===== config.mk =====
export PLATFORM = sky130hd
export DESIGN_NAME = mouse_packet_pointer_tracker
export DESIGN_NICKNAME = d
export VERILOG_FILES = /design/src/rtl/mpt_pkg.sv /design/src/rtl/mpt_byte_stage.sv /design/src/rtl/mpt_packet_core.sv /design/src/rtl/mouse_packet_pointer_tracker.sv
export SDC_FILE = /design/constraint.sdc
export NUM_CORES = 1
export LEC_CHECK = 0
export BUFFER_PORTS_ARGS = -buffer_cell sky130_fd_sc_hd__buf_2
export CORE_ASPECT_RATIO = 0.6
export CORE_MARGIN = 2
export CORE_UTILIZATION = 58
export CTS_CLUSTER_DIAMETER = 120
export DETAILED_ROUTE_END_ITERATION = 10
export PLACE_DENSITY = 0.86
export SLEW_MARGIN = 10
export SYNTH_ARGS = -nofsm -noshare
export SYNTH_HDL_FRONTEND = slang
export SYNTH_HIERARCHICAL = 1
export SYNTH_SLANG_ARGS = --single-unit

===== constraint.sdc =====
create_clock -name clk -period 4.5 [get_ports clk]
set_input_delay 0.45 -clock clk [delete_from_list [all_inputs] [get_ports clk]]
set_output_delay 0.45 -clock clk [all_outputs]
set_load 0.1 [all_outputs]

===== src/rtl/mpt_pkg.sv =====
package mpt_pkg;

    localparam int COORD_BITS_DEF = 12;
    localparam int SIZE_W         = 13;
    localparam int BTN_W          = 5;
    localparam int WHEEL_W        = 4;
    localparam int DELTA_W        = 9;

    localparam logic [SIZE_W-1:0] WIDTH_RESET  = SIZE_W'(800);
    localparam logic [SIZE_W-1:0] HEIGHT_RESET = SIZE_W'(600);

    // byte 0 layout
    localparam int X_SIGN_BIT = 4;
    localparam int Y_SIGN_BIT = 5;

    // byte 3 layout
    localparam int BTN45_LSB = 4;

    localparam logic [1:0] LAST_SLOT = 2'd3;

    typedef enum logic
    {
        CFG_WIDTH  = 1'b0,
        CFG_HEIGHT = 1'b1
    } cfg_index_t;

endpackage


===== src/rtl/mpt_byte_stage.sv =====
module mpt_byte_stage
    import mpt_pkg::*;
(
    input  logic       clk,
    input  logic       rst_n,
    input  logic       in_valid,
    output logic       in_ready,
    input  logic [7:0] data_byte,
    output logic       stage_valid,
    input  logic       stage_ready,
    output logic [7:0] stage_byte
);

    logic       valid_reg;
    logic       valid_next;
    logic [7:0] byte_reg;

    assign in_ready    = !valid_reg || stage_ready;
    assign stage_valid = valid_reg;
    assign stage_byte  = byte_reg;

    always_comb
    begin
        valid_next = valid_reg;
        if (in_valid && in_ready)
        begin
            valid_next = 1'b1;
        end
        else if (stage_ready)
        begin
            valid_next = 1'b0;
        end
    end

    always_ff @(posedge clk or negedge rst_n)
    begin
        if (!rst_n)
        begin
            valid_reg <= 1'b0;
        end
        else
        begin
            valid_reg <= valid_next;
        end
    end

    // hold the beat until the core takes it
    always_ff @(posedge clk)
    begin
        if (in_valid && in_ready)
        begin
            byte_reg <= data_byte;
        end
    end

endmodule


===== src/rtl/mpt_packet_core.sv =====
module mpt_packet_core
    import mpt_pkg::*;
#(
    parameter int COORD_BITS = COORD_BITS_DEF
)
(
    input  logic                  clk,
    input  logic                  rst_n,
    input  logic                  stage_valid,
    output logic                  stage_ready,
    input  logic [7:0]            stage_byte,
    input  logic [SIZE_W-1:0]     width,
    input  logic [SIZE_W-1:0]     height,
    output logic                  out_valid,
    input  logic                  out_ready,
    output logic [COORD_BITS-1:0] pos_x,
    output logic [COORD_BITS-1:0] pos_y,
    output logic [BTN_W-1:0]      button_state,
    output logic [BTN_W-1:0]      button_changes,
    output logic signed [WHEEL_W-1:0] wheel_steps,
    output logic                  moved
);

    localparam int WIDE = ((COORD_BITS > SIZE_W) ? COORD_BITS : SIZE_W) + 2;

    logic [1:0]            slot_reg;
    logic [1:0]            slot_next;
    logic [7:0]            held_reg [3];
    logic [COORD_BITS-1:0] ptr_x_reg;
    logic [COORD_BITS-1:0] ptr_x_next;
    logic [COORD_BITS-1:0] ptr_y_reg;
    logic [COORD_BITS-1:0] ptr_y_next;
    logic [BTN_W-1:0]      last_btn_reg;
    logic                  out_valid_reg;
    logic                  out_valid_next;

    logic                  take;
    logic                  last_beat;
    logic [DELTA_W-1:0]    dx;
    logic [DELTA_W-1:0]    dy;
    logic                  any_move;
    logic [BTN_W-1:0]      buttons;
    logic signed [WIDE-1:0] sum_x;
    logic signed [WIDE-1:0] sum_y;

    function automatic logic [COORD_BITS-1:0] clamp_axis(
        input logic signed [WIDE-1:0] v,
        input logic [SIZE_W-1:0]      size
    );
        logic [SIZE_W-1:0]      lim_raw;
        logic signed [WIDE-1:0] lim;
        logic signed [WIDE-1:0] cmax;
        logic signed [WIDE-1:0] res;
        lim_raw = (size == '0) ? '0 : size - SIZE_W'(1);
        lim     = $signed({{(WIDE-SIZE_W){1'b0}}, lim_raw});
        cmax    = $signed({{(WIDE-COORD_BITS){1'b0}}, {COORD_BITS{1'b1}}});
        if (lim > cmax)
        begin
            lim = cmax;
        end
        if (v < 0)
        begin
            res = '0;
        end
        else if (v > lim)
        begin
            res = lim;
        end
        else
        begin
            res = v;
        end
        return res[COORD_BITS-1:0];
    endfunction

    assign last_beat   = (slot_reg == LAST_SLOT);
    // a result slot is only needed on the closing beat of a packet
    assign stage_ready = !last_beat || !out_valid_reg || out_ready;
    assign take        = stage_valid && stage_ready;

    assign dx       = {held_reg[0][X_SIGN_BIT], held_reg[1]};
    assign dy       = {held_reg[0][Y_SIGN_BIT], held_reg[2]};
    assign any_move = (dx != '0) || (dy != '0);
    assign buttons  = {stage_byte[BTN45_LSB+1:BTN45_LSB], held_reg[0][2:0]};

    assign sum_x = $signed({{(WIDE-COORD_BITS){1'b0}}, ptr_x_reg})
                 + $signed({{(WIDE-DELTA_W){dx[DELTA_W-1]}}, dx});
    assign sum_y = $signed({{(WIDE-COORD_BITS){1'b0}}, ptr_y_reg})
                 - $signed({{(WIDE-DELTA_W){dy[DELTA_W-1]}}, dy});

    always_comb
    begin
        slot_next      = slot_reg;
        ptr_x_next     = ptr_x_reg;
        ptr_y_next     = ptr_y_reg;
        out_valid_next = out_valid_reg && !out_ready;
        if (take)
        begin
            if (last_beat)
            begin
                slot_next      = '0;
                out_valid_next = 1'b1;
                // no movement leaves the pointer unclamped
                if (any_move)
                begin
                    ptr_x_next = clamp_axis(sum_x, width);
                    ptr_y_next = clamp_axis(sum_y, height);
                end
            end
            else
            begin
                slot_next = slot_reg + 2'd1;
            end
        end
    end

    always_ff @(posedge clk or negedge rst_n)
    begin
        if (!rst_n)
        begin
            slot_reg      <= '0;
            ptr_x_reg     <= '0;
            ptr_y_reg     <= '0;
            last_btn_reg  <= '0;
            out_valid_reg <= 1'b0;
        end
        else
        begin
            slot_reg      <= slot_next;
            ptr_x_reg     <= ptr_x_next;
            ptr_y_reg     <= ptr_y_next;
            out_valid_reg <= out_valid_next;
            if (take && last_beat)
            begin
                last_btn_reg <= buttons;
            end
        end
    end

    always_ff @(posedge clk)
    begin
        if (take && !last_beat)
        begin
            held_reg[slot_reg] <= stage_byte;
        end
    end

    always_ff @(posedge clk)
    begin
        if (take && last_beat)
        begin
            pos_x          <= ptr_x_next;
            pos_y          <= ptr_y_next;
            button_state   <= buttons;
            button_changes <= buttons ^ last_btn_reg;
            wheel_steps    <= $signed(stage_byte[WHEEL_W-1:0]);
            moved          <= any_move;
        end
    end

    assign out_valid = out_valid_reg;

endmodule


===== src/rtl/mouse_packet_pointer_tracker.sv =====
// Result: the fourth byte of a packet passes the input register, then the core registers the result.
// Throughput: one byte per cycle; the input register and the result register let the
//   pointer update run every cycle. A stalled result holds back only a closing byte,
//   which then sits in the input register and stalls the input.
// Reset (rst_n, asynchronous, active low): packet position, pointer and buttons clear
//   to zero, screen size returns to 800 by 600, no result is pending.
module mouse_packet_pointer_tracker
    import mpt_pkg::*;
#(
    parameter int COORD_BITS = COORD_BITS_DEF
)
(
    input  logic                  clk,
    input  logic                  rst_n,
    input  logic                  cfg_we,
    input  logic                  cfg_index,
    input  logic [SIZE_W-1:0]     cfg_data,
    input  logic                  in_valid,
    output logic                  in_ready,
    input  logic [7:0]            data_byte,
    output logic                  out_valid,
    input  logic                  out_ready,
    output logic [COORD_BITS-1:0] pos_x,
    output logic [COORD_BITS-1:0] pos_y,
    output logic [BTN_W-1:0]      button_state,
    output logic [BTN_W-1:0]      button_changes,
    output logic signed [WHEEL_W-1:0] wheel_steps,
    output logic                  moved
);

    logic [SIZE_W-1:0] width_reg;
    logic [SIZE_W-1:0] height_reg;
    logic              stage_valid;
    logic              stage_ready;
    logic [7:0]        stage_byte;

    always_ff @(posedge clk or negedge rst_n)
    begin
        if (!rst_n)
        begin
            width_reg  <= WIDTH_RESET;
            height_reg <= HEIGHT_RESET;
        end
        else if (cfg_we)
        begin
            case (cfg_index_t'(cfg_index))
                CFG_WIDTH:  width_reg  <= cfg_data;
                CFG_HEIGHT: height_reg <= cfg_data;
                default:    ;
            endcase
        end
    end

    mpt_byte_stage u_byte_stage
    (
        .clk         (clk),
        .rst_n       (rst_n),
        .in_valid    (in_valid),
        .in_ready    (in_ready),
        .data_byte   (data_byte),
        .stage_valid (stage_valid),
        .stage_ready (stage_ready),
        .stage_byte  (stage_byte)
    );

    mpt_packet_core #(
        .COORD_BITS (COORD_BITS)
    ) u_packet_core
    (
        .clk            (clk),
        .rst_n          (rst_n),
        .stage_valid    (stage_valid),
        .stage_ready    (stage_ready),
        .stage_byte     (stage_byte),
        .width          (width_reg),
        .height         (height_reg),
        .out_valid      (out_valid),
        .out_ready      (out_ready),
        .pos_x          (pos_x),
        .pos_y          (pos_y),
        .button_state   (button_state),
        .button_changes (button_changes),
        .wheel_steps    (wheel_steps),
        .moved          (moved)
    );

`ifndef ASSERT_OFF
    a_ready_low_means_full: assert property (@(posedge clk) disable iff (!rst_n)
        !in_ready |-> stage_valid)
        else $error("input stage stalls while empty");

    a_result_from_held_beat: assert property (@(posedge clk) disable iff (!rst_n)
        $rose(out_valid) |-> $past(stage_valid && stage_ready))
        else $error("result appeared without a beat taken from the input stage");

    a_stalled_beat_kept: assert property (@(posedge clk) disable iff (!rst_n)
        stage_valid && !stage_ready |=> stage_valid && $stable(stage_byte))
        else $error("stalled beat lost from the input stage");
`endif

endmodule


==> key figures <==
Run status
  – Status: finished clean

Synth
  – Gate Count Post-Synth: between 600 and 700
  – Top-count cell post-synth: edfxtp_1
  – Yosys top cell area share: 28.35%
  – Commonest cells post-synth: edfxtp_1 (68), ha_1 (56), dfrtp_1 (52)
  – Top post-synthesis cells by area: edfxtp_1 (28%), dfrtp_1 (18%), ha_1 (9.7%)
  – YS warnings: 6
  – Asr flop ratio synth: between 40% and 50%
  – Post-Syn Area per Cell: between 10 and 15 µm²
  – Post-synth top flop: edfxtp_1
  – FF+latch count, synth: 127
  – Cell taking the most area after synthesis: edfxtp_1
  – Post-synth EDFFs: slightly below 70
  – Yosys cell types: 76
  – Register area share after synthesis: about half
  – Mapped Area: around 7000 µm²

Critical path
  – CP endpoint kind: flop
  – Worst Setup SP: u_packet_core/held_reg[2][0]$_DFFE_PP_
  – Critical R2R Launch: u_packet_core/held_reg[2][0]$_DFFE_PP_
  – Worst Setup EP: u_packet_core/pos_y[1]$_DFFE_PP_
  – R2r setup slk: between 200 and 250 ps
  – Reg2reg end: u_packet_core/pos_y[1]$_DFFE_PP_
  – Critical path class: reg2reg
  – WP data required: about 4800 ps
  – Critical path launch point type: flop
  – Maximum fanout along the worst path: 15
  – Reg2Reg Depth: 18
  – Worst Path Arrival: 4560 ps

Layout
  – P&R area growth vs syn: 15.71%
  – Max FFs per register: 21
  – Layout cells sized above 1: between 20% and 30%
  – Layout Nets: approximately 800
  – Antenna cells: 0
  – Post-route cell area: approximately 8300 µm²
  – Fill count: slightly below 900
  – Multi-input gate area: between 3000 and 4000 µm²
  – Register area: between 3000 and 4000 µm²

Power
  – Maximum vdd ir drop: between 0.0003 and 0.0004 V
  – Leakage: 0.003616 µW
  – Pwr dens: roughly 750 nW/µm²

Timing
  – # setup viols final: 0
  – Max Fclk: between 200 and 250 MHz
  – Setup TNS: 0 ps
  – Max Clock Skew: 10.39 ps
  – Max Slew Vio Count: 0
  – Final worst path period need: roughly 4300 ps
  – Max_slew headroom: a little under half
  – Fin crit share: between 90% and 100%
  – Worst-Margin Slew: approximately 810 ps
  – RSZ-0062 raised after global routing: false
  – Final hold vios: 0

Drt
  – Drt wl/cell: 19.27 µm
  – Routed Antenna Nets: 0
  – Avg Vias per Cell: 6.082
  – Routed via count: 5,401
  – First-pass DRT Iterations: 6
  – Final WL: 17,110 µm
  – DRC Markers: 0
  – DR iter-0 viols: 480

Clocking
  – # hold bufs at CTS: 0
  – Root Buffer: clkbuf_16
  – Post-CTS Setup Bufs: 0
  – Post-CTS Resized: 0
  – Reg clk slew, reported paths: ~70 ps
  – CTS Buf Count: 17
  – CTS tree: done
  – H-tree depth: 4
  – Max clock buf depth: 2
  – Clk_lat worst skew: 420 ps
  – Clock sink count: 127

Global route
  – Initial antenna violation count: 0
  – GRT Total Usage: a little over a quarter
  – Vias in the first global route: roughly 5,300
  – Largest net degree at the start of global routing: 60
  – First-pass GRT wire length: between 20,000 and 30,000 µm
  – GRT overflow: 0

Floorplan
  – Die Wd: about 150 µm
  – Rows: 31
  – Number of I/O pins: just under 70
  – Die outline area: roughly 13,000 µm²
  – CORE AREA: between 10,000 and 15,000 µm²
  – Die Y-Extent: about 90 µm
  – Initial core utilization: between 50% and 60%

Job
  – Max-capacitance violation count: 0

Placed design
  – Dpl hpwl: 12,240 µm
  – Placed Area: 7727 µm²
  – Port bufs: 67
  – GPL Wtd Cong: approximately 0.88

Hold path
  – Hold crit path type: in2async
## worst max-delay path, stage by stage, from the launching register on
cell,delay (ps)
edfxtp_1,430
ha_1,230
fa_1,410
nor2b_1,170
o31ai_1,100
a21oi_1,190
a31o_2,230
nor2_1,50
nor2_1,80
nor2_1,50
xnor2_1,120
ha_1,390
a21o_1,220
nor3_1,80
and2_1,180
o211ai_2,510
a21oi_1,170
o32ai_1,340
buf_4,180
## layer usage
layer / vias to the layer above / wire, µm / track usage (%)
li1: 2515 / - / -
met1: 2619 / 7730 / 36.87
met2: 235 / 7602 / 40.31
met3: 32 / 1464 / 7.929
met4: 0 / 310 / 8.413
met5: - / 0 / 0
## power breakdown
part	switching, µW	total (µW)	internal (µW)
Combinational	2060	3130	1080
Clock	601	1340	741
Sequential	199	1770	1570
Total	2860	6250	3390
## cell families (layout without fill, tap and decap cells)
family / Yosys count / count (layout) / share of synthesized area [%]
flops: 127 / 127 / 48.98
simple gates: 179 / 179 / 13.10
other cells: 1 / 2 / 0.05207
mux: 36 / 36 / 6.063
xor+xnor: 38 / 38 / 4.621
compound gates: 145 / 145 / 14.04
buf+inv: 43 / 136 / 2.537
fa+ha+maj: 60 / 60 / 10.61
## cell usage in the layout (no fill, tap or decap), types with 4 or more instances in the layout
| cell | synthesis | final |
|---|---|---|
| a31oi_1 | 4 | 4 |
| o21a_1 | 10 | 10 |
| nand4_1 | 12 | 12 |
| nor4_1 | 7 | 7 |
| nor3_2 | 3 | 4 |
| clkbuf_16 | 0 | 17 |
| dfrtp_1 | 52 | 52 |
| dfstp_2 | 7 | 7 |
| o21ai_0 | 23 | 23 |
| nand3_1 | 9 | 9 |
| buf_2 | 2 | 67 |
| and2_1 | 5 | 5 |
| or3_1 | 7 | 7 |
| o211ai_1 | 9 | 9 |
| buf_4 | 1 | 6 |
| ha_1 | 56 | 56 |
| mux2_4 | 10 | 10 |
| mux2_2 | 21 | 21 |
| inv_6 | 0 | 5 |
| mux2i_1 | 5 | 5 |
| nor2b_1 | 8 | 8 |
| inv_1 | 31 | 31 |
| edfxtp_1 | 68 | 68 |
| nand2_1 | 36 | 36 |
| inv_8 | 0 | 4 |
| xor2_1 | 19 | 19 |
| nor3_1 | 16 | 15 |
| a21oi_1 | 38 | 38 |
| nand2b_1 | 9 | 9 |
| a21o_1 | 7 | 7 |
| xnor2_1 | 19 | 19 |
| nor2_1 | 40 | 40 |
| a22o_1 | 9 | 9 |
| o31ai_1 | 8 | 7 |
| and3_1 | 11 | 10 |
## cell type report
type	count	share of cell area, %
Clock buffer	17	5.105
Clock inverter	15	1.937
Inverter	31	1.396
Multi-Input combinational cell	460	42.19
Sequential cell	127	42.33
Tap cell	165	2.477
Timing Repair Buffer	73	4.565
## how the worst min path moves through the flow
stage	slack [ps]	from	endpoint
2_1_floorplan	150	rst_n	height_reg[0]$_DFFE_PN0P_
3_3_place_gp	470	u_byte_stage/stage_byte[7]$_DFFE_PP_	u_packet_core/held_reg[2][7]$_DFFE_PP_
3_5_place_dp	460	u_byte_stage/stage_byte[7]$_DFFE_PP_	u_packet_core/held_reg[1][7]$_DFFE_PP_
4_1_cts	190	data_byte[0]	u_byte_stage/stage_byte[0]$_DFFE_PP_
5_1_grt	180	data_byte[3]	u_byte_stage/stage_byte[3]$_DFFE_PP_
6_report	200	rst_n	u_packet_core/ptr_y_reg[7]$_DFF_PN0_
## through the flow
stage / instances / setup slack (ps) / hold WS (ps) / util (%) / total power (µW)
final: 888 / 239.0 / 200.0 / 68.86 / 6249
after detailed placement: 856 / 242.9 / 458.9 / 63.85 / 4788
after global placement: 856 / 306.0 / 465.2 / 63.85 / 4667
after CTS: 888 / 198.3 / 189.1 / 68.70 / 6169
after floorplan: 630 / 563.3 / 154.4 / - / 4148
after global routing: 888 / 14.87 / 179.8 / 68.86 / 6605
No activity file was read; power rests on OpenSTA's default activity.
